`config.mk`:
```
export PLATFORM = sky130hd
export DESIGN_NAME = h3e_gray
export DESIGN_NICKNAME = d
export VERILOG_FILES = /design/src/h3e_pkg.sv /design/src/h3e_gray.sv
export SDC_FILE = /design/constraint.sdc
export NUM_CORES = 1
export LEC_CHECK = 0
export BUFFER_PORTS_ARGS = -buffer_cell sky130_fd_sc_hd__buf_4
export CORE_ASPECT_RATIO = 0.7
export CORE_MARGIN = 4
export CORE_UTILIZATION = 48
export CTS_CLUSTER_SIZE = 14
export DETAILED_ROUTE_END_ITERATION = 7
export PLACE_DENSITY = 0.78
export SYNTH_ARGS = -nofsm -noshare
export SYNTH_HDL_FRONTEND = slang
export SYNTH_SLANG_ARGS = --single-unit
```
`constraint.sdc`:
```
create_clock -name clock -period 4.65 [get_ports clock]
set_clock_uncertainty 0.05 [all_clocks]
set_input_delay 0.93 -clock clock [delete_from_list [all_inputs] [get_ports clock]]
set_output_delay 0.93 -clock clock [all_outputs]
set_load 0.02 [all_outputs]
```
`src/h3e_pkg.sv`:
```
`default_nettype none

package h3e_pkg;

   localparam int AXIS_BITS   = 16;
   localparam int COORD_W     = 32;
   localparam int INDEX_W     = 48;
   localparam int TDATA_IN_W  = 3 * COORD_W;
   localparam int TDATA_OUT_W = ((INDEX_W + 7) / 8) * 8;
   localparam int CSR_IDX_W   = 3;
   localparam int AXIS_MAX    = (1 << AXIS_BITS) - 1;

   localparam int LEVELS_PER_STAGE = 2;
   localparam int UNDO_STAGES      = (AXIS_BITS - 1 + LEVELS_PER_STAGE - 1) / LEVELS_PER_STAGE;

   localparam logic [COORD_W-1:0] SCALE_RESET = 32'h0001_0000;

   localparam logic [CSR_IDX_W-1:0] REG_ORIGIN_X = 3'd0;
   localparam logic [CSR_IDX_W-1:0] REG_ORIGIN_Y = 3'd1;
   localparam logic [CSR_IDX_W-1:0] REG_ORIGIN_Z = 3'd2;
   localparam logic [CSR_IDX_W-1:0] REG_SCALE_X  = 3'd3;
   localparam logic [CSR_IDX_W-1:0] REG_SCALE_Y  = 3'd4;
   localparam logic [CSR_IDX_W-1:0] REG_SCALE_Z  = 3'd5;

   typedef logic [2:0][COORD_W-1:0]   triple_type;
   typedef logic [2:0][AXIS_BITS-1:0] axes_type;

   typedef struct packed {
      triple_type origin;
      triple_type scale;
   } cfg_type;

   typedef struct packed {
      logic     valid;
      logic     oob;
      axes_type axes;
   } point_type;

   typedef struct packed {
      logic               valid;
      logic               oob;
      logic [INDEX_W-1:0] index;
   } rsp_type;

   // one invert/exchange level of the undo pass, bit lvl of every axis
   function automatic axes_type undo_level(input axes_type a_in, input int lvl);
      axes_type             a;
      logic [AXIS_BITS-1:0] low;
      logic [AXIS_BITS-1:0] sw;
      a   = a_in;
      low = AXIS_BITS'((1 << lvl) - 1);
      for (int i = 0; i < 3; i++) begin
         if (a[i][lvl]) begin
            a[0] = a[0] ^ low;
         end else begin
            sw   = (a[0] ^ a[i]) & low;
            a[0] = a[0] ^ sw;
            a[i] = a[i] ^ sw;
         end
      end
      return a;
   endfunction

   function automatic logic [INDEX_W-1:0] gray_key(input axes_type a_in);
      axes_type               a;
      logic [AXIS_BITS-1:0]   flip;
      logic [3*AXIS_BITS-1:0] key;
      a    = a_in;
      a[1] = a[1] ^ a[0];
      a[2] = a[2] ^ a[1];
      for (int j = 0; j < AXIS_BITS; j++) begin
         flip[j] = ^(a[2] >> (j + 1));
      end
      for (int i = 0; i < 3; i++) begin
         a[i] = a[i] ^ flip;
      end
      for (int b = 0; b < AXIS_BITS; b++) begin
         for (int i = 0; i < 3; i++) begin
            key[3 * b + 2 - i] = a[i][b];
         end
      end
      return INDEX_W'(key);
   endfunction

endpackage

`default_nettype wire

```
`src/h3e_gray.sv`:
```
`default_nettype none

module h3e_gray (
   input  wire logic              clock,
   input  wire logic              reset,
   input  wire logic              en,
   input  wire h3e_pkg::point_type in_point,
   output h3e_pkg::rsp_type        rsp
);
   import h3e_pkg::*;

   rsp_type rsp_ff, rsp_in;

   always_comb begin
      rsp_in.valid = in_point.valid;
      rsp_in.oob   = in_point.oob;
      rsp_in.index = gray_key(in_point.axes);
   end

   always_ff @(posedge clock) begin
      if (reset) begin
         rsp_ff.valid <= 1'b0;
      end else if (en) begin
         rsp_ff <= rsp_in;
      end
   end

   assign rsp = rsp_ff;

endmodule

`default_nettype wire

```
==> summary.md, run 1 <==
| Metric | Value |
|---|---|
| Largest net degree at the start of global routing | `26` |
| First-pass GRT wire length | `7603 µm` |
| Clock power share | `0.119` |
| Status | `finished, final reports clean` |
| Critical Path RT | `4.66 ns` |
| Register-to-Register Path Depth | `2` |
| Final-stage net count | `316` |
| H-Tree Depth | `2` |
| Commonest non-fill, non-tap cell in the layout | `buf_4` |
| Ports | `103` |
| RR Startpoint | `rsp[49]` |
| Vias in the first global route | `1,503` |
| Full die area | `6590 µm²` |
| Root Driver | `clkbuf_8` |
| Clock-pin slew on the worst setup and hold paths | `0.09 ns` |
| Finished Core Util | `0.7135` |
| Die Y | `69.13 µm` |
| Synthesized instance count | `153` |
| HP Class | `reg2reg` |
| Leak | `1.472 nW` |
| Fin. Hold Viols | `0` |
| Highest-count cells in the layout ignoring fill and taps | `buf_4, xnor2_1, edfxtp_1` |
| Critical path startpoint | `in_point[15]` |
| CTS Buffer Depth | `2` |
| Fin crit period | `3.478 ns` |
| WL final | `4809 µm` |
| Final std cells w/o fill | `333` |
| Rows | `21` |
| Area share of the largest cell type after synthesis | `0.5742` |
| Fraction of layout cells with a size suffix above 1 | `0.4545` |
| Unrepaired setup endpoints after global routing | `no` |
| Fin crit share | `0.7479` |
| Worst-Margin Slew | `0.6923 ns` |
| Max_cap viols | `0` |
| CP Capture Type | `flip-flop` |
| CP arrival | `3.48 ns` |
| Post-Synthesis Cell Area | `2562 µm²` |
| CP startpoint kind | `input port` |
| Cts-stage hold buffer count | `0` |
| DP Wirelength | `3833 µm` |
| I/O Buffers | `102` |
| Internal cell power | `0.001660 W` |
| VDD IR max | `0.5065 mV` |
| Reg2Reg Setup Slack | `4.00 ns` |
| YS warnings | `0` |
| Area grow syn2layout | `38.28%` |
| Via/cell ratio | `4.441` |
| Top cells by area, synth | `edfxtp_1, xnor2_1, xor2_1, xnor3_2, xnor3_1` |
| Syn nets | `206` |
| Antenna Nets Post-Route | `0` |
| Sequential share of power | `0.336` |
| CTS tree | `done` |
| Net Sw Frac | `0.3501` |
| Initial antenna violation count | `0` |
| Max reg flops | `50` |
| PwrDens | `720.8 nW/µm²` |
| Seq cells post-synth | `50` |
| Relative slew slack | `0.5375` |
| Crit-path max FO | `8` |
| Area leader, netlist | `edfxtp_1` |
| Syn_area_per_cell | `16.75 µm²` |
| Switching power | `0.0008941 W` |
| Achievable Freq | `287.6 MHz` |
| Clock latency on the worst-skew pair | `0.30 ns` |
| Placed cell count | `325` |
| Critical path class | `in2reg` |
| Final Max Slew Viols | `0` |
| Post-CTS Setup Repair Bufs | `0` |
| # diodes | `0` |
| Clock Sinks | `50` |
| TNS Setup | `0 ns` |
| Final Setup Violations | `0` |
| Combinational Power Share | `0.545` |
| Gr ovfl total | `0` |
| Final Wtd Congestion | `0.7016` |
| Pre-antenna DRT Iters | `4` |
| DR vias | `1,479` |
| Num CTS Buffers | `5` |
| Worst r2r dst | `rsp[49]` |
| GRT Resource Usage Total | `0.1523` |
| Post-synthesis cell type count | `15` |
| Core footprint | `4966 µm²` |
| Initial DRC Count | `39` |
| Routed wire length per instance | `14.44 µm` |
| Cts repair resizes | `0` |
| CP Capture Point | `rsp[3]` |
| Die width | `95.33 µm` |
| Initial Utilization | `0.5160` |
| DRC | `0` |
| Sequential area share after synthesis | `0.5820` |
## power by group through the flow
stage          Combinational, W  Clock [W]  Sequential (W)
3_5_place_dp            0.00140          0        0.000869
6_report                0.00139   0.000304        0.000859
2_1_floorplan          0.000810          0         0.00107
4_1_cts                 0.00141   0.000309        0.000862
3_3_place_gp            0.00137          0        0.000871
5_1_grt                 0.00151   0.000334        0.000875
## synth_stat cells
cell,n
dfxtp_1,1
edfxtp_1,49
inv_1,3
mux2i_1,1
nor2_1,1
nor2b_1,1
xnor2_1,55
xnor2_2,1
xnor2_4,1
xnor3_1,4
xnor3_2,4
xnor3_4,1
xor2_1,29
xor3_1,1
xor3_2,1
## area by class of cell
class,instances,area (µm²)
inverter,3,11.26
timing repair buffer,103,773.2
clock inverter,3,45.04
sequential,50,1491
clock buffer,5,68.82
tap,69,86.33
fill,345,1423
multi-input combinational,100,1067
## critical path: stages
cell and delay, ns:
buf_4 0.12, xor3_2 0.42, xnor3_2 0.29, xnor3_2 0.55, xnor3_2 0.55, xnor3_2 0.46, xor2_1 0.16
## stage by stage
stage | instance area, µm² | worst slack [ns] | total power (W) | hold WS (ns)
finish | 3543 | 1.172 | 0.002554 | 0.4705
global route | 3543 | 1.095 | 0.002718 | 0.5395
CTS | 3543 | 1.169 | 0.002578 | 0.4785
detailed placement | 3430 | 0.8505 | 0.002273 | 0.4552
global placement | 3430 | 0.9327 | 0.002242 | 0.4330
floorplan | 2562 | 1.007 | 0.001878 | 0.5288
## logic make-up (layout without fill, tap and decap cells)
logic type / count (synthesis) / in the layout / share of synthesized area
mux: 1 / 1 / 0.003906
xor+xnor: 97 / 97 / 0.4058
simple gates: 2 / 2 / 0.003906
buf+inv: 3 / 114 / 0.004394
flops: 50 / 50 / 0.5820
## worst min-delay path by stage
stage | startpoint | to | slack [ns] | cells past startpoint
global route | rsp[49] | rsp[49] | 0.54 | 2
detailed placement | rsp[49] | rsp[49] | 0.46 | 2
floorplan | rsp[49] | rsp[49] | 0.53 | 2
CTS | rsp[49] | rsp[49] | 0.48 | 2
global placement | rsp[49] | rsp[49] | 0.43 | 2
finish | rsp[49] | rsp[49] | 0.47 | 2
## metal layers
| metal | part of all wire | track usage | routed length (µm) | up-vias |
|---|---|---|---|---|
| met5 | 0 | 0 | 0 | - |
| met4 | 0.013 | 0.05280 | 64 | 0 |
| met3 | 0.10 | 0.04565 | 485 | 7 |
| met2 | 0.47 | 0.2335 | 2238 | 63 |
| met1 | 0.42 | 0.2051 | 2020 | 668 |
| li1 | - | - | - | 741 |
Power figures use the tool's default switching activity.
==> inputs of run 2 (changes only) <==
Settings changed: CORE_UTILIZATION 48 to 44, PLACE_DENSITY 0.78 to 0.76.
Clock period 4.65 ns to 2.97 ns, I/O delays scaled along.
==> summary.md, run 2 (synthesized netlist as in run 1, its figures left out) <==
| Metric | Value |
|---|---|
| Ports | `103 (unchanged)` |
| VDD IR max | `0.6714 mV (+33%)` |
| CTS tree | `done` |
| Status | `finished, final reports clean` |
| WL final | `5046 µm (+4.9%)` |
| Routed wire length per instance | `14.42 µm (-0.17%)` |
| Highest-count cells in the layout ignoring fill and taps | `buf_4, xnor2_1, edfxtp_1` |
| Die Y | `71.85 µm (+3.9%)` |
| Cell area after layout | `3689 µm² (+4.1%)` |
| Critical path class | `in2reg` |
| Crit path top cell by count | `xnor2_1` |
| Full die area | `7128 µm² (+8.2%)` |
| CP max stage delay | `0.52 ns (-0.03 ns)` |
| Fin crit share | `0.9346` |
| I/O Buffers | `102 (unchanged)` |
| Initial Utilization | `0.4725 (-0.04346)` |
| GRT Resource Usage Total | `0.1433 (-0.009033)` |
| Area grow syn2layout | `43.95%` |
| Final Max Slew Viols | `0 (unchanged)` |
| CP max stage cell | `xnor3_1` |
| DP Area | `3546 µm² (+3.4%)` |
| TNS Setup | `0 ns (unchanged)` |
| Commonest non-fill, non-tap cell in the layout | `buf_4` |
| Fin. Hold Viols | `0 (unchanged)` |
| Leak | `1.561 nW (+6.1%)` |
| H-Tree Depth | `2 (unchanged)` |
| Cts-stage hold buffer count | `0 (unchanged)` |
| Fraction of layout cells with a size suffix above 1 | `0.4856 (+0.03107)` |
| CP Capture Type | `flip-flop` |
| Final std cells w/o fill | `350 (+5.1%)` |
| Cts repair resizes | `0 (unchanged)` |
| Register area | `1491 µm² (unchanged)` |
| Final Setup Violations | `0 (unchanged)` |
| Core footprint | `5423 µm² (+9.2%)` |
| Critical Path RT | `2.96 ns (-1.70 ns)` |
| Crit-path max FO | `3 (-5)` |
| HP Class | `in2reg` |
| CTS Buffer Depth | `2 (unchanged)` |
| PwrDens | `1147 nW/µm² (+59%)` |
| DR vias | `1,550 (+4.8%)` |
| Num CTS Buffers | `5 (unchanged)` |
| Post-CTS Setup Repair Bufs | `0 (unchanged)` |
| First-pass GRT wire length | `7866 µm (+3.5%)` |
| Placed cell count | `342 (+5.2%)` |
| Via/cell ratio | `4.429 (-0.29%)` |
| Initial antenna violation count | `0 (unchanged)` |
| DRC | `0 (unchanged)` |
| CP Buf/Inv Count | `1 (unchanged)` |
| Worst-Margin Slew | `0.6104 ns (-0.08197 ns)` |
| Rows | `22 (+4.8%)` |
| CP startpoint kind | `input port` |
| Achievable Freq | `360.2 MHz` |
| Clock Sinks | `50 (unchanged)` |
| # diodes | `0 (unchanged)` |
| Cell family with most CP delay | `XOR/XNOR gates` |
| Antenna Nets Post-Route | `0 (unchanged)` |
| Crit-path cells | `buf_4 -> xnor2_1 -> xor2_1 -> xnor3_1 -> xnor2_1 -> xnor2_1 -> xor2_1` |
| Max reg flops | `50 (unchanged)` |
| CP arrival | `2.77 ns (-0.71 ns)` |
| Root Driver | `clkbuf_8` |
| Largest net degree at the start of global routing | `50 (+92%)` |
| Fill count | `393 (+14%)` |
| Area of the multi-input gates | `1075 µm² (+0.70%)` |
| Relative slew slack | `0.5931 (+0.05563)` |
| Clock-pin slew on the worst setup and hold paths | `0.09 ns (about the same)` |
| Unrepaired setup endpoints after global routing | `no` |
| Gr ovfl total | `0 (unchanged)` |
| Fin crit period | `2.776 ns` |
| Max_cap viols | `0 (unchanged)` |
| Die width | `99.21 µm (+4.1%)` |
| Finished Core Util | `0.6802 (-0.03333)` |
| Clock latency on the worst-skew pair | `0.30 ns (about the same)` |
| Initial DRC Count | `35 (-10%)` |
| Vias in the first global route | `1,613 (+7.3%)` |
| Pre-antenna DRT Iters | `3 (-1)` |
| Final Wtd Congestion | `0.7209 (+2.8%)` |
| DP Wirelength | `4024 µm (+5.0%)` |
| Final-stage net count | `330 (+4.4%)` |
## run 2: area by class of cell
class | instances | area share
Tap cell | 72 | 0.02442
Clock inverter | 2 | 0.01628
Inverter | 3 | 0.003053
Sequential cell | 50 | 0.4043
Timing Repair Buffer | 117 | 0.2381
Clock buffer | 6 | 0.02239
Multi-Input combinational cell | 100 | 0.2914
## run 2: metrics by stage
stage | setup WS [ns] | hold WS (ns) | total power [W]
2_1_floorplan | 0.0004958 | 0.5288 | 0.002932
3_3_place_gp | -0.02189 | 0.4414 | 0.003631
3_5_place_dp | -0.1319 | 0.4576 | 0.003693
4_1_cts | 0.1717 | 0.4116 | 0.004275
5_1_grt | 0.02958 | 0.4007 | 0.004476
6_report | 0.1941 | 0.4162 | 0.004232
## run 2: report_power, final
part | switching, W | internal, W | leakage (nW)
clock | 0.000219 | 0.000359 | 0.0714
sequential | 0.0000683 | 0.00128 | 0.468
combinational | 0.00114 | 0.00117 | 1.02
## run 2: worst register-to-register path, stage by stage, from the launching register on
cell and delay, ns:
dfxtp_1 0.32, mux2i_1 0.13, nor2_1 0.05
## run 2: per-layer routing
| metal | share of wire | track usage |
|---|---|---|
| met5 | 0 | 0 |
| met4 | 0.011 | 0.04545 |
| met3 | 0.11 | 0.06907 |
| met2 | 0.47 | 0.2329 |
| met1 | 0.41 | 0.1687 |
## run 2: path summary, 6_finish.rpt
| check | from | end | slack, ns | depth (start not counted) |
|---|---|---|---|---|
| setup / recovery | in_point[11] | rsp[14] | 0.19 | 7 |
| hold / removal | in_point[48] | rsp[48] | 0.42 | 1 |
| setup reg to reg | rsp[49] | rsp[49] | 2.32 | 2 |
| hold reg to reg | rsp[49] | rsp[49] | 0.47 | 2 |
