File: src/h3e_pkg.sv
`default_nettype none

package h3e_pkg;

   localparam int AXIS_BITS   = 16;
   localparam int COORD_W     = 32;
   localparam int INDEX_W     = 48;
   localparam int TDATA_IN_W  = 3 * COORD_W;
   localparam int TDATA_OUT_W = ((INDEX_W + 7) / 8) * 8;
   localparam int CSR_IDX_W   = 3;
   localparam int AXIS_MAX    = (1 << AXIS_BITS) - 1;

   localparam int LEVELS_PER_STAGE = 2;
   localparam int UNDO_STAGES      = (AXIS_BITS - 1 + LEVELS_PER_STAGE - 1) / LEVELS_PER_STAGE;

   localparam logic [COORD_W-1:0] SCALE_RESET = 32'h0001_0000;

   localparam logic [CSR_IDX_W-1:0] REG_ORIGIN_X = 3'd0;
   localparam logic [CSR_IDX_W-1:0] REG_ORIGIN_Y = 3'd1;
   localparam logic [CSR_IDX_W-1:0] REG_ORIGIN_Z = 3'd2;
   localparam logic [CSR_IDX_W-1:0] REG_SCALE_X  = 3'd3;
   localparam logic [CSR_IDX_W-1:0] REG_SCALE_Y  = 3'd4;
   localparam logic [CSR_IDX_W-1:0] REG_SCALE_Z  = 3'd5;

   typedef logic [2:0][COORD_W-1:0]   triple_type;
   typedef logic [2:0][AXIS_BITS-1:0] axes_type;

   typedef struct packed {
      triple_type origin;
      triple_type scale;
   } cfg_type;

   typedef struct packed {
      logic     valid;
      logic     oob;
      axes_type axes;
   } point_type;

   typedef struct packed {
      logic               valid;
      logic               oob;
      logic [INDEX_W-1:0] index;
   } rsp_type;

   // one invert/exchange level of the undo pass, bit lvl of every axis
   function automatic axes_type undo_level(input axes_type a_in, input int lvl);
      axes_type             a;
      logic [AXIS_BITS-1:0] low;
      logic [AXIS_BITS-1:0] sw;
      a   = a_in;
      low = AXIS_BITS'((1 << lvl) - 1);
      for (int i = 0; i < 3; i++) begin
         if (a[i][lvl]) begin
            a[0] = a[0] ^ low;
         end else begin
            sw   = (a[0] ^ a[i]) & low;
            a[0] = a[0] ^ sw;
            a[i] = a[i] ^ sw;
         end
      end
      return a;
   endfunction

   function automatic logic [INDEX_W-1:0] gray_key(input axes_type a_in);
      axes_type               a;
      logic [AXIS_BITS-1:0]   flip;
      logic [3*AXIS_BITS-1:0] key;
      a    = a_in;
      a[1] = a[1] ^ a[0];
      a[2] = a[2] ^ a[1];
      for (int j = 0; j < AXIS_BITS; j++) begin
         flip[j] = ^(a[2] >> (j + 1));
      end
      for (int i = 0; i < 3; i++) begin
         a[i] = a[i] ^ flip;
      end
      for (int b = 0; b < AXIS_BITS; b++) begin
         for (int i = 0; i < 3; i++) begin
            key[3 * b + 2 - i] = a[i][b];
         end
      end
      return INDEX_W'(key);
   endfunction

endpackage

`default_nettype wire

File: src/h3e_undo.sv
`default_nettype none

module h3e_undo (
   input  wire logic              clock,
   input  wire logic              reset,
   input  wire logic              en,
   input  wire h3e_pkg::point_type in_point,
   output h3e_pkg::point_type      out_point
);
   import h3e_pkg::*;

   point_type stage_ff [UNDO_STAGES];

   for (genvar s = 0; s < UNDO_STAGES; s++) begin : g_stage
      point_type src;
      point_type stage_in;

      if (s == 0) begin : g_head
         assign src = in_point;
      end else begin : g_tail
         assign src = stage_ff[s-1];
      end

      always_comb begin
         int lvl;
         stage_in = src;
         for (int k = 0; k < LEVELS_PER_STAGE; k++) begin
            lvl = AXIS_BITS - 1 - (s * LEVELS_PER_STAGE + k);
            if (lvl >= 1) begin
               stage_in.axes = undo_level(stage_in.axes, lvl);
            end
         end
      end

      always_ff @(posedge clock) begin
         if (reset) begin
            stage_ff[s].valid <= 1'b0;
         end else if (en) begin
            stage_ff[s] <= stage_in;
         end
      end
   end

   assign out_point = stage_ff[UNDO_STAGES-1];

endmodule

`default_nettype wire

File: config.mk
export PLATFORM = sky130hd
export DESIGN_NAME = h3e_undo
export DESIGN_NICKNAME = d
export VERILOG_FILES = /design/src/h3e_pkg.sv /design/src/h3e_undo.sv
export SDC_FILE = /design/constraint.sdc
export NUM_CORES = 1
export LEC_CHECK = 0
export BUFFER_PORTS_ARGS = -buffer_cell sky130_fd_sc_hd__buf_2
export CAP_MARGIN = 20
export CORE_MARGIN = 1.5
export CORE_UTILIZATION = 51
export DETAILED_ROUTE_END_ITERATION = 10
export HOLD_SLACK_MARGIN = 0.15
export PLACE_DENSITY = 0.79
export SKIP_CTS_REPAIR_TIMING = 1
export SLEW_MARGIN = 20
export SYNTH_ARGS = -nofsm -noshare
export SYNTH_HDL_FRONTEND = slang
export SYNTH_SLANG_ARGS = --single-unit
File: constraint.sdc
create_clock -name clock -period 15.7 [get_ports clock]
set_clock_uncertainty 0.15 [all_clocks]
set_input_delay 3.14 -clock clock [delete_from_list [all_inputs] [get_ports clock]]
set_output_delay 3.14 -clock clock [all_outputs]
set_load 0.05 [all_outputs]
==> metrics.log, run 1 <==
INFO  metric layout_min_cycle_time = 5680 ps
INFO  metric drt-wirelength-per-cell = 15.5 µm
INFO  metric antenna_left = 0
INFO  metric regMostFlops = stage_ff
INFO  metric cp_max_fo = 48
INFO  metric netlist.top_cell.by_area = sky130_fd_sc_hd__edfxtp_1
INFO  metric syn_to_final_growth = 10.3%
INFO  metric criticalPathCategory = in2reg
INFO  metric synth-warning-count = 0
INFO  metric use_met3 = 2.90%
INFO  metric ctsLongestPathBuffers = 3
INFO  metric synth_async_sr_flop_share = 0%
INFO  metric dr.pass1.iters = 5
INFO  metric cts-root-buf = sky130_fd_sc_hd__clkbuf_16
INFO  metric final_core_util = 57.2%
INFO  metric cts_tree = built
INFO  metric clkSlewWorstSetupHoldPaths = 60 ps
INFO  metric gate_power_share = 22.1%
INFO  metric fp.dieW = 198 µm
INFO  metric grt-busiest-layer = met2
INFO  metric wire_length_of_the_first_global_routing_pass = 52.7 mm
INFO  metric dieArea = 39300 µm²
INFO  metric cp.arrival = 5770 ps
INFO  metric synthesis.area = 19500 µm²
INFO  metric grt_util_met1 = 20.4%
INFO  metric fillCellCount = 2848
INFO  metric drt_iter0_drc = 746
INFO  metric slew_headroom = 23.2%
INFO  metric status = complete, no violations
INFO  metric antenna_cells_inserted = 0
INFO  metric grt_remaining_overflow = 0
INFO  metric clock_sink_count = 400
INFO  metric seqPwrFrac = 46.5%
INFO  metric yosys.area.top_type_share = 61.7%
INFO  metric grt_use_total = 16.4%
INFO  metric syn-mean-instance-area = 13.0 µm²
INFO  metric setup_repair_after_global_routing_missed_its_margin = no
INFO  metric worst_ep_required_time = 15790 ps
INFO  metric finalMaxSlewViolations = 0
INFO  metric gp_congestion = 0.773
INFO  metric clock.fmax = 176 MHz
INFO  metric hold_path.class = reg2reg
INFO  metric synth_nets = 1546
INFO  metric number_of_maximum_capacitance_constraint_violations = 0
INFO  metric pin_count = 103
INFO  metric synth_top_cells_by_area = sky130_fd_sc_hd__edfxtp_1, sky130_fd_sc_hd__mux2i_1, sky130_fd_sc_hd__xor2_1
INFO  metric ys_dominant_reg_cell = sky130_fd_sc_hd__edfxtp_1
INFO  metric swShare = 27.7%
INFO  metric pwr_density_cell = 138 nW/µm²
INFO  metric die_y = 198 µm
INFO  metric netlist-cell-type-count = 48
INFO  metric dp_hpwl = 20.7 mm
INFO  metric synth_edf_count = 400
INFO  metric placementRows = 71
INFO  metric cts-buffers-inserted = 39
INFO  metric p_leak = 7.88 nW
INFO  metric share_clk_of_total_power = 31.4%
INFO  metric maximum_number_of_pins_on_one_net_before_global_route_repair = 205
INFO  metric hold_slack = 254 ps
INFO  metric number_of_global_route_vias_before_repair = 11120
INFO  metric start_util = 51.8%
INFO  metric h-tree-depth = 2
INFO  metric fin_setup_tns = 0 ps
INFO  metric tightest_slew = 1150 ps
INFO  metric coreArea = 37600 µm²
INFO  metric drt_drc_violations_left = 0
INFO  metric cell_internal_pwr = 0.00214 W
INFO  metric hold_viol_final = 0
INFO  metric worst_setup_path_start_kind = primary input
INFO  metric placement.io_buffers = 102
INFO  metric post_route_cells_drive_above_1_share = 14.8%
INFO  metric vdd_ir_drop_max = 0.0000626 V
INFO  metric worstSkewPairLatency = 530 ps
INFO  metric setup.worst_path.end_class = flop
INFO  metric dr_total_vias = 11562
INFO  metric finalSetupViolations = 0
INFO  metric totalWireLength = 32.2 mm
INFO  metric largestRegisters = stage_ff (400)
INFO  metric seq_cells_post_synth = 400
INFO  metric period_share = 36.2%
INFO  metric grt_use_met2 = 28.6%
INFO  metric largest_reg_flops = 400
INFO  metric register_area_share_after_synthesis = 61.7%
INFO  metric drt-vias-per-instance = 5.56
INFO  metric nets = 1595
INFO  metric antenna_found_initial = 0
INFO  metric synthCells = 1493
INFO  metric switching_power = 0.000820 W
[layout make-up]
type / instances / area (µm²) / area share (%)
sequential: 400 / 12000 / 55.9
multi-input combinational: 931 / 6720 / 31.3
clock buffer: 46 / 1000 / 4.67
tap: 511 / 639 / 2.98
timing repair buffer: 113 / 612 / 2.85
clock inverter: 23 / 283 / 1.32
inverter: 57 / 214 / 0.996
[routing by layer]
layer  share of wire [%]  up-vias
li1                    -     5660
met4                 2.5        0
met5                   0        -
met1                  42     5594
met3                 4.1       65
met2                  51      243
[cell families (layout without fill, tap and decap cells)]
family | count (synthesis) | in the layout | share of synthesized area [%]
muxes | 171 | 171 | 9.04
AOI/OAI and AO/OA | 357 | 357 | 12.3
buffers and inverters | 162 | 239 | 3.97
xor gates and xnor gates | 122 | 122 | 5.66
and+or+nand+nor | 281 | 281 | 7.32
DFF | 400 | 400 | 61.7
[synth_stat cells, types with 2 or more instances]
cell type and n:
sky130_fd_sc_hd__inv_1 56, sky130_fd_sc_hd__a211oi_4 2, sky130_fd_sc_hd__nor3b_1 4, sky130_fd_sc_hd__nand3b_1 26
sky130_fd_sc_hd__o22ai_1 40, sky130_fd_sc_hd__nor2b_1 7, sky130_fd_sc_hd__a2bb2oi_2 9, sky130_fd_sc_hd__a21oi_2 6
sky130_fd_sc_hd__nand2b_1 2, sky130_fd_sc_hd__and3b_1 31, sky130_fd_sc_hd__xnor2_1 55, sky130_fd_sc_hd__nor2_1 136
sky130_fd_sc_hd__or3b_1 2, sky130_fd_sc_hd__buf_4 14, sky130_fd_sc_hd__a211oi_1 40, sky130_fd_sc_hd__o21bai_1 10
sky130_fd_sc_hd__o21ai_1 2, sky130_fd_sc_hd__xor2_1 64, sky130_fd_sc_hd__a2bb2oi_1 27, sky130_fd_sc_hd__a21oi_1 71
sky130_fd_sc_hd__mux2i_1 144, sky130_fd_sc_hd__buf_2 40, sky130_fd_sc_hd__o21ai_0 103, sky130_fd_sc_hd__buf_6 8
sky130_fd_sc_hd__o221ai_1 26, sky130_fd_sc_hd__mux2_2 25, sky130_fd_sc_hd__a21o_1 9, sky130_fd_sc_hd__o21a_1 4
sky130_fd_sc_hd__edfxtp_1 400, sky130_fd_sc_hd__nand2_1 45, sky130_fd_sc_hd__and2_1 16, sky130_fd_sc_hd__buf_1 5
sky130_fd_sc_hd__nor2_2 10, sky130_fd_sc_hd__o211a_1 2, sky130_fd_sc_hd__a211oi_2 3, sky130_fd_sc_hd__clkbuf_1 37
[critical path: stages]
cell                      delay (ps)
sky130_fd_sc_hd__buf_2           690
sky130_fd_sc_hd__nand2_1         600
sky130_fd_sc_hd__o211a_1         700
sky130_fd_sc_hd__xor2_1          300
sky130_fd_sc_hd__nor2_1          190
sky130_fd_sc_hd__o22ai_1         120
[final timing paths]
kind | end | cells past startpoint | start | slack (ps)
worst max-delay path | stage_ff[0][3] | 6 | in_point[47] | 10020
worst min-delay path | stage_ff[1][125] | 0 | stage_ff[1][75] | 250
worst max register to register | stage_ff[0][55] | 6 | stage_ff[0][13] | 12270
worst min register to register | stage_ff[1][125] | 0 | stage_ff[1][75] | 250
[placed cells by master (no fill, tap or decap), types with 7 or more instances in the layout]
| cell | n |
|---|---|
| sky130_fd_sc_hd__o21bai_1 | 10 |
| sky130_fd_sc_hd__buf_4 | 10 |
| sky130_fd_sc_hd__nor2_1 | 136 |
| sky130_fd_sc_hd__nand3b_1 | 26 |
| sky130_fd_sc_hd__a2bb2oi_1 | 27 |
| sky130_fd_sc_hd__o22ai_1 | 40 |
| sky130_fd_sc_hd__o221ai_1 | 26 |
| sky130_fd_sc_hd__inv_1 | 54 |
| sky130_fd_sc_hd__xnor2_1 | 55 |
| sky130_fd_sc_hd__and3b_1 | 31 |
| sky130_fd_sc_hd__clkbuf_16 | 39 |
| sky130_fd_sc_hd__a21oi_1 | 71 |
| sky130_fd_sc_hd__edfxtp_1 | 400 |
| sky130_fd_sc_hd__nor2_2 | 10 |
| sky130_fd_sc_hd__mux2_2 | 25 |
| sky130_fd_sc_hd__xor2_1 | 64 |
| sky130_fd_sc_hd__nand2_1 | 45 |
| sky130_fd_sc_hd__clkbuf_1 | 7 |
| sky130_fd_sc_hd__a211oi_1 | 40 |
| sky130_fd_sc_hd__a2bb2oi_2 | 9 |
| sky130_fd_sc_hd__a21o_1 | 9 |
| sky130_fd_sc_hd__and2_1 | 16 |
| sky130_fd_sc_hd__o21ai_0 | 103 |
| sky130_fd_sc_hd__clkinv_1 | 11 |
| sky130_fd_sc_hd__buf_2 | 101 |
| sky130_fd_sc_hd__mux2i_1 | 144 |
[power by group through the flow]
stage / registers (W) / clock network, W / logic [W]
final: 0.00138 / 0.000930 / 0.000653
after global routing: 0.00139 / 0.000991 / 0.000723
after CTS: 0.00138 / 0.000954 / 0.000648
after detailed placement: 0.00140 / 0 / 0.000644
after global placement: 0.00139 / 0 / 0.000614
after floorplan: 0.00141 / 0 / 0.000537
[through the flow]
stage	instances	setup slack, ps	cell area [µm²]	total power (W)
floorplan	1493	589	19500	0.00195
global placement	2012	9480	20200	0.00201
detailed placement	2012	9330	20200	0.00204
CTS	2081	9890	21500	0.00298
global route	2081	9800	21500	0.00310
finish	2081	10020	21500	0.00296
(Power assumes the default switching activity.)
==> run 2, diff against run 1 <==
--- a/config.mk
+++ b/config.mk
@@ -11,7 +11,7 @@
 export CORE_UTILIZATION = 51
 export DETAILED_ROUTE_END_ITERATION = 10
 export HOLD_SLACK_MARGIN = 0.15
-export PLACE_DENSITY = 0.79
+export PLACE_DENSITY = 0.76
 export SKIP_CTS_REPAIR_TIMING = 1
 export SLEW_MARGIN = 20
 export SYNTH_ARGS = -nofsm -noshare
==> constraint.sdc (replaced) <==
create_clock -name clock -period 5.5 [get_ports clock]
set_clock_uncertainty 0.15 [all_clocks]
set_input_delay 1.1 -clock clock [delete_from_list [all_inputs] [get_ports clock]]
set_output_delay 1.1 -clock clock [all_outputs]
set_load 0.05 [all_outputs]
==> run 2 against run 1 <==
Register-to-register slack got worse by 10000 ps. Final cell count is 0.53% higher. Combinational power rose to 2.9 times the previous value. Non-clock buffer count rose by 4. First-iteration DRC count fell by 25%. Sequential share of layout area shrank 0.37 points. Worst setup slack worse by 8100 ps. Total power grew to 2.9 times the previous value. Wire length grew 2.5%. Final area is 0.66% higher. Sequential power increased to 2.8 times the previous value. Utilization is 0.38 points higher. Critical endpoint is now stage_ff[0][35]. Largest cell class unchanged.
==> metrics.log, run 2 (same netlist as run 1, synthesis figures left out) <==
INFO  metric gate_power_share = 22.0%
INFO  metric cpMaxStageDelayCell = sky130_fd_sc_hd__o211a_1
INFO  metric drt-vias-per-instance = 5.53
INFO  metric clock.fmax = 276 MHz
INFO  metric fin_setup_tns = 0 ps
INFO  metric drt_drc_violations_left = 0
INFO  metric maximum_number_of_pins_on_one_net_before_global_route_repair = 113
INFO  metric start_util = 51.8%
INFO  metric coreArea = 37600 µm²
INFO  metric cell_internal_pwr = 0.00614 W
INFO  metric mostFrequentLayoutCell = sky130_fd_sc_hd__edfxtp_1
INFO  metric cts_tree = built
INFO  metric pwr_density_cell = 396 nW/µm²
INFO  metric pin_count = 103
INFO  metric worst_setup_path_start_kind = primary input
INFO  metric totalWireLength = 33.0 mm
INFO  metric die_y = 198 µm
INFO  metric period_share = 65.8%
INFO  metric hold_crit_start = stage_ff[1][128]
INFO  metric most-common-layout-cells = sky130_fd_sc_hd__edfxtp_1, sky130_fd_sc_hd__mux2i_1, sky130_fd_sc_hd__nor2_1
INFO  metric fillCellCount = 2886
INFO  metric dp_cells = 2015
INFO  metric share_clk_of_total_power = 32.2%
INFO  metric clock_sink_count = 400
INFO  metric largest_reg_flops = 400
INFO  metric gp_congestion = 0.807
INFO  metric dr.pass1.iters = 5
INFO  metric worstSkewPairLatency = 560 ps
INFO  metric seqPwrFrac = 45.8%
INFO  metric cts-buffers-inserted = 42
INFO  metric dr_total_vias = 11569
INFO  metric status = complete, no violations
INFO  metric antenna_left = 0
INFO  metric nets = 1602
INFO  metric largestRegisters = stage_ff (400)
INFO  metric hold_viol_final = 0
INFO  metric layout.cells.non_filler = 2092
INFO  metric antenna_cells_inserted = 0
INFO  metric worstPathCellList = buf_2 > nand2_1 > o211a_1 > xor2_1 > nor2_1 > a2bb2oi_1
INFO  metric drt_iter0_drc = 563
INFO  metric cp.arrival = 3730 ps
INFO  metric dp_slack = 1430 ps
INFO  metric layout_min_cycle_time = 3620 ps
INFO  metric number_of_global_route_vias_before_repair = 11017
INFO  metric setup_repair_after_global_routing_missed_its_margin = no
INFO  metric post_route_cells_drive_above_1_share = 15.5%
INFO  metric max_stage_delay = 700 ps
INFO  metric h-tree-depth = 2
INFO  metric grt_use_total = 16.7%
INFO  metric swShare = 28.3%
INFO  metric criticalPathCategory = in2reg
INFO  metric hold_slack = 255 ps
INFO  metric placement.io_buffers = 102
INFO  metric regMostFlops = stage_ff
INFO  metric grt_remaining_overflow = 0
INFO  metric worst_ep_required_time = 5610 ps
INFO  metric antenna_found_initial = 0
INFO  metric total_power = 0.00856 W
INFO  metric p_leak = 7.97 nW
INFO  metric drt-wirelength-per-cell = 15.8 µm
INFO  metric finalSetupViolations = 0
INFO  metric fp.dieW = 198 µm
INFO  metric critical_register_to_register_path_startpoint = stage_ff[0][13]
INFO  metric cts-root-buf = sky130_fd_sc_hd__clkbuf_16
INFO  metric slew_headroom = 29.5%
INFO  metric dp_hpwl = 21.3 mm
INFO  metric dieArea = 39300 µm²
INFO  metric number_of_maximum_capacitance_constraint_violations = 0
INFO  metric tightest_slew = 1060 ps
INFO  metric crit_start = in_point[47]
INFO  metric wire_length_of_the_first_global_routing_pass = 53.6 mm
INFO  metric vdd_ir_drop_max = 0.000230 V
INFO  metric post-route-worst-setup-slack = 1880 ps
INFO  metric switching_power = 0.00243 W
INFO  metric setup.worst_path.end_class = flop
INFO  metric ctsLongestPathBuffers = 3
INFO  metric cp_max_fo = 48
INFO  metric hold_path.class = reg2reg
INFO  metric clkSlewWorstSetupHoldPaths = 60 ps
INFO  metric placementRows = 71
INFO  metric finalMaxSlewViolations = 0
INFO  metric syn_to_final_growth = 11.1%
INFO  metric cp_top_family = compound AO/OA/AOI/OAI gates
INFO  metric cp_num_buf_inv = 1
## run 2: cell types whose count changed in the layout (fill, tap and decap cells not counted), sizes merged
cell,previous run,this run
clkinv,15,21
inv,56,58
clkbuf,46,49
buf,113,117
clkinvlp,3,1
bufinv,6,4
## run 2: worst reg2reg max path, stage by stage, from the launching register on
cell and delay [ps]:
sky130_fd_sc_hd__edfxtp_1 850, sky130_fd_sc_hd__xnor2_1 210, sky130_fd_sc_hd__mux2i_1 200, sky130_fd_sc_hd__o21a_1 460
sky130_fd_sc_hd__clkinv_1 880, sky130_fd_sc_hd__o21ai_0 390, sky130_fd_sc_hd__o22ai_1 110
## run 2: area by class of cell
cell class / count / area, µm² / share of cell area [%]
Inverter: 57 / 214 / 0.990
Sequential cell: 400 / 12000 / 55.6
Multi-Input combinational cell: 931 / 6710 / 31.0
Clock inverter: 27 / 278 / 1.28
Clock buffer: 49 / 1080 / 4.98
Tap cell: 511 / 639 / 2.96
Timing Repair Buffer: 117 / 693 / 3.21
## run 2: power groups by stage
stage	Clock, W	Sequential (W)	Combinational, W
after detailed placement	0	0.00399	0.00185
after floorplan	0	0.00397	0.00153
after CTS	0.00281	0.00393	0.00186
final	0.00276	0.00393	0.00188
after global routing	0.00293	0.00395	0.00208
after global placement	0	0.00398	0.00177
## run 2: through the flow
stage	area (µm²)	utilization, %
floorplan	19500	-
global placement	20200	53.8
detailed placement	20200	53.8
CTS	21600	57.4
global route	21600	57.5
finish	21600	57.5
## run 2: final timing paths
path	to	slack (ps)	depth (start not counted)
max reg2reg	stage_ff[0][53]	1980	6
min reg2reg	stage_ff[1][178]	250	0
min	stage_ff[1][178]	250	0
max	stage_ff[0][35]	1880	6
## run 2: per-layer routing
layer	vias to the layer above	GRT usage (%)	part of all wire [%]
met5	-	0	0
met4	0	4.50	1.7
met3	44	2.79	4.0
met2	233	29.0	49
met1	5618	21.6	45
li1	5674	-	-
==> run 3, diff against run 2 <==
--- a/config.mk
+++ b/config.mk
@@ -5,13 +5,14 @@
 export SDC_FILE = /design/constraint.sdc
 export NUM_CORES = 1
 export LEC_CHECK = 0
+export ABC_AREA = 1
 export BUFFER_PORTS_ARGS = -buffer_cell sky130_fd_sc_hd__buf_2
 export CAP_MARGIN = 20
 export CORE_MARGIN = 1.5
 export CORE_UTILIZATION = 51
 export DETAILED_ROUTE_END_ITERATION = 10
 export HOLD_SLACK_MARGIN = 0.15
-export PLACE_DENSITY = 0.76
+export PLACE_DENSITY = 0.79
 export SKIP_CTS_REPAIR_TIMING = 1
 export SLEW_MARGIN = 20
 export SYNTH_ARGS = -nofsm -noshare
==> constraint.sdc (replaced) <==
create_clock -name clock -period 3.25 [get_ports clock]
set_clock_uncertainty 0.15 [all_clocks]
set_input_delay 0.65 -clock clock [delete_from_list [all_inputs] [get_ports clock]]
set_output_delay 0.65 -clock clock [all_outputs]
set_load 0.05 [all_outputs]
==> run 3 against run 2 <==
Count of clock-buffer cells in the layout down 1. Non-clock buffer count grew 28. First-iteration DRC count rose to 3.0 times the previous value. Total power increased by 67%. Flip-flop and latch count unchanged. Area after synthesis rose by 16%. Final cell count increased by 63%. Critical path type is now reg2reg. Highest routed layer unchanged.
==> metrics.log, run 3 <==
INFO  metric status = complete, no violations
INFO  metric vdd_ir_drop_max = 0.000491 V
INFO  metric dr_total_vias = 18872
INFO  metric clkSlewWorstSetupHoldPaths = 60 ps
INFO  metric ff2ff_path_depth = 8
INFO  metric fillCellCount = 3707
INFO  metric post-route-worst-setup-slack = 836 ps
INFO  metric syn_to_final_growth = 9.58%
INFO  metric post_route_cells_drive_above_1_share = 13.9%
INFO  metric synth_async_sr_flop_share = 0%
INFO  metric register_area_share_after_synthesis = 53.0%
INFO  metric largestRegisters = stage_ff (400)
INFO  metric worstSkewPairLatency = 580 ps
INFO  metric cp.arrival = 2560 ps
INFO  metric drt-vias-per-instance = 5.54
INFO  metric cts-root-buf = sky130_fd_sc_hd__clkbuf_16
INFO  metric yosys.area.top_type_share = 53.0%
INFO  metric synth_nets = 2797
INFO  metric clock.fmax = 414 MHz
INFO  metric finalSetupViolations = 0
INFO  metric slew_headroom = 46.3%
INFO  metric finalMaxSlewViolations = 0
INFO  metric tightest_slew = 803 ps
INFO  metric whs_path_depth = 0
INFO  metric netlist-cell-type-count = 27
INFO  metric synth_top_cells_by_count = sky130_fd_sc_hd__nand2_1, sky130_fd_sc_hd__nand3_1, sky130_fd_sc_hd__edfxtp_1
INFO  metric hold_viol_final = 0
INFO  metric gp_congestion = 0.829
INFO  metric dr.pass1.iters = 6
INFO  metric maximum_number_of_pins_on_one_net_before_global_route_repair = 67
INFO  metric antenna_cells_inserted = 0
INFO  metric setup_repair_after_global_routing_missed_its_margin = no
INFO  metric number_of_global_route_vias_before_repair = 18216
INFO  metric pwr_density_cell = 574 nW/µm²
INFO  metric wire_length_of_the_first_global_routing_pass = 82.9 mm
INFO  metric critical_register_to_register_path_startpoint = stage_ff[0][77]
INFO  metric dp_hpwl = 33.9 mm
INFO  metric period_share = 74.3%
INFO  metric whs_endpoint = stage_ff[0][160]
INFO  metric largest_reg_flops = 400
INFO  metric totalWireLength = 49.5 mm
INFO  metric drt-wirelength-per-cell = 14.5 µm
INFO  metric cts_tree = built
INFO  metric regMostFlops = stage_ff
INFO  metric synth-warning-count = 0
INFO  metric pin_count = 103
INFO  metric placement.io_buffers = 102
INFO  metric ctsLongestPathBuffers = 3
INFO  metric synthCells = 2744
INFO  metric mostFrequentLayoutCell = sky130_fd_sc_hd__nand2_1
INFO  metric synth_edf_count = 400
INFO  metric fp.dieW = 214 µm
INFO  metric syn-mean-instance-area = 8.26 µm²
INFO  metric cp_max_fo = 36
INFO  metric placementRows = 77
INFO  metric start_util = 51.5%
INFO  metric worst_setup_path_start_kind = flop
INFO  metric dieArea = 45700 µm²
INFO  metric hold_crit_start = stage_ff[0][110]
INFO  metric synthesis.area = 22700 µm²
INFO  metric criticalPathCategory = reg2reg
INFO  metric most-common-layout-cells = sky130_fd_sc_hd__nand2_1, sky130_fd_sc_hd__nand3_1, sky130_fd_sc_hd__edfxtp_1
INFO  metric clock_sink_count = 400
INFO  metric reg_to_reg_setup_timing_slack = 840 ps
INFO  metric netlist.top_cell.by_area = sky130_fd_sc_hd__edfxtp_1
INFO  metric dp_slack = 695 ps
INFO  metric number_of_maximum_capacitance_constraint_violations = 0
INFO  metric cts-buffers-inserted = 42
INFO  metric synthMostInstantiatedCell = sky130_fd_sc_hd__nand2_1
INFO  metric layout_min_cycle_time = 2410 ps
INFO  metric die_y = 214 µm
INFO  metric setup.worst_path.end_class = flop
INFO  metric total_power = 0.0143 W
INFO  metric antenna_left = 0
INFO  metric grt_use_total = 22.1%
INFO  metric hold_path.class = reg2reg
INFO  metric worst_ep_required_time = 3400 ps
INFO  metric synth_top_cells_by_area = sky130_fd_sc_hd__edfxtp_1, sky130_fd_sc_hd__nand2_1, sky130_fd_sc_hd__nand3_1
INFO  metric h-tree-depth = 2
INFO  metric drt_drc_violations_left = 0
INFO  metric grt_remaining_overflow = 0
INFO  metric p_leak = 10.5 nW
INFO  metric seq_cells_post_synth = 400
INFO  metric worst_r2r_endpoint = stage_ff[0][109]
INFO  metric antenna_found_initial = 0
INFO  metric drt_iter0_drc = 1701
INFO  metric ys_dominant_reg_cell = sky130_fd_sc_hd__edfxtp_1
INFO  metric nets = 2831
INFO  metric coreArea = 44000 µm²
-- run 3: changes by cell type in the layout (fill, tap and decap cells not counted), sizes merged, moves of 78 or more --
cell / previous run / this run
a31oi: 0 / 133
or2: 1 / 163
nand3: 0 / 492
a21oi: 78 / 0
mux2i: 146 / 1
nand2: 45 / 1084
-- run 3: cells by family (layout without fill, tap and decap cells) --
logic type                Yosys count  count (layout)  synth area share, %
DFF                               400             400                 53.0
AOI/OAI and AO/OA                 180             180                 5.09
muxes                               2               2               0.0939
xor gates and xnor gates            1               1               0.0387
buffers and inverters             280             348                 5.92
and+or+nand+nor                  1881            1881                 35.8
-- run 3: through the flow --
stage	util [%]	hold WS, ps	cells	cell area (µm²)	TNS, ps
final	56.4	257	3404	24800	0
after CTS	56.4	87.6	3403	24800	0
after floorplan	-	250	2744	22700	-1518110
after global routing	56.4	265	3404	24800	0
after detailed placement	53.3	255	3325	23500	0
after global placement	53.3	250	3325	23500	0
-- run 3: where the power goes --
group          switching (W)  total [W]  leakage [nW]  internal (W)
sequential          0.000233    0.00643          3.77       0.00620
combinational        0.00211    0.00313          6.09       0.00102
clock                0.00201    0.00469         0.642       0.00268
total                0.00436     0.0143          10.5       0.00990
-- run 3: final cells by class --
type	count	area [µm²]	share of cell area, %
sequential	400	12000	48.4
multi-input combinational	2064	9320	37.5
clock buffer	48	1090	4.41
timing repair buffer	145	911	3.67
tap	592	741	2.98
inverter	125	494	1.99
clock inverter	30	265	1.07
-- run 3: metal layers --
layer	share of wire, %	track usage [%]	up-vias
met5	0	0	-
met4	3.0	10.0	0
met3	5.1	3.21	131
met2	50	39.4	627
met1	42	26.4	8798
li1	-	-	9316
-- run 3: critical path: stages, from the launching register on --
cell                       delay, ps
sky130_fd_sc_hd__edfxtp_1        400
sky130_fd_sc_hd__buf_4           270
sky130_fd_sc_hd__or2_1           260
sky130_fd_sc_hd__nand3_1          80
sky130_fd_sc_hd__nand2_1         430
sky130_fd_sc_hd__nand2_1         270
sky130_fd_sc_hd__nand3_1          90
sky130_fd_sc_hd__nand3_1          70
sky130_fd_sc_hd__nand2_1          90
-- run 3: worst max path at each step --
stage	to	cells after the start	startpoint	slack (ps)
3_3_place_gp	stage_ff[0][13]	10	in_point[31]	760
6_report	stage_ff[0][109]	8	stage_ff[0][77]	840
4_1_cts	stage_ff[0][58]	8	stage_ff[0][29]	870
5_1_grt	stage_ff[0][59]	8	stage_ff[0][29]	610
2_1_floorplan	stage_ff[0][149]	4	en	-4590
3_5_place_dp	stage_ff[0][9]	10	in_point[31]	700
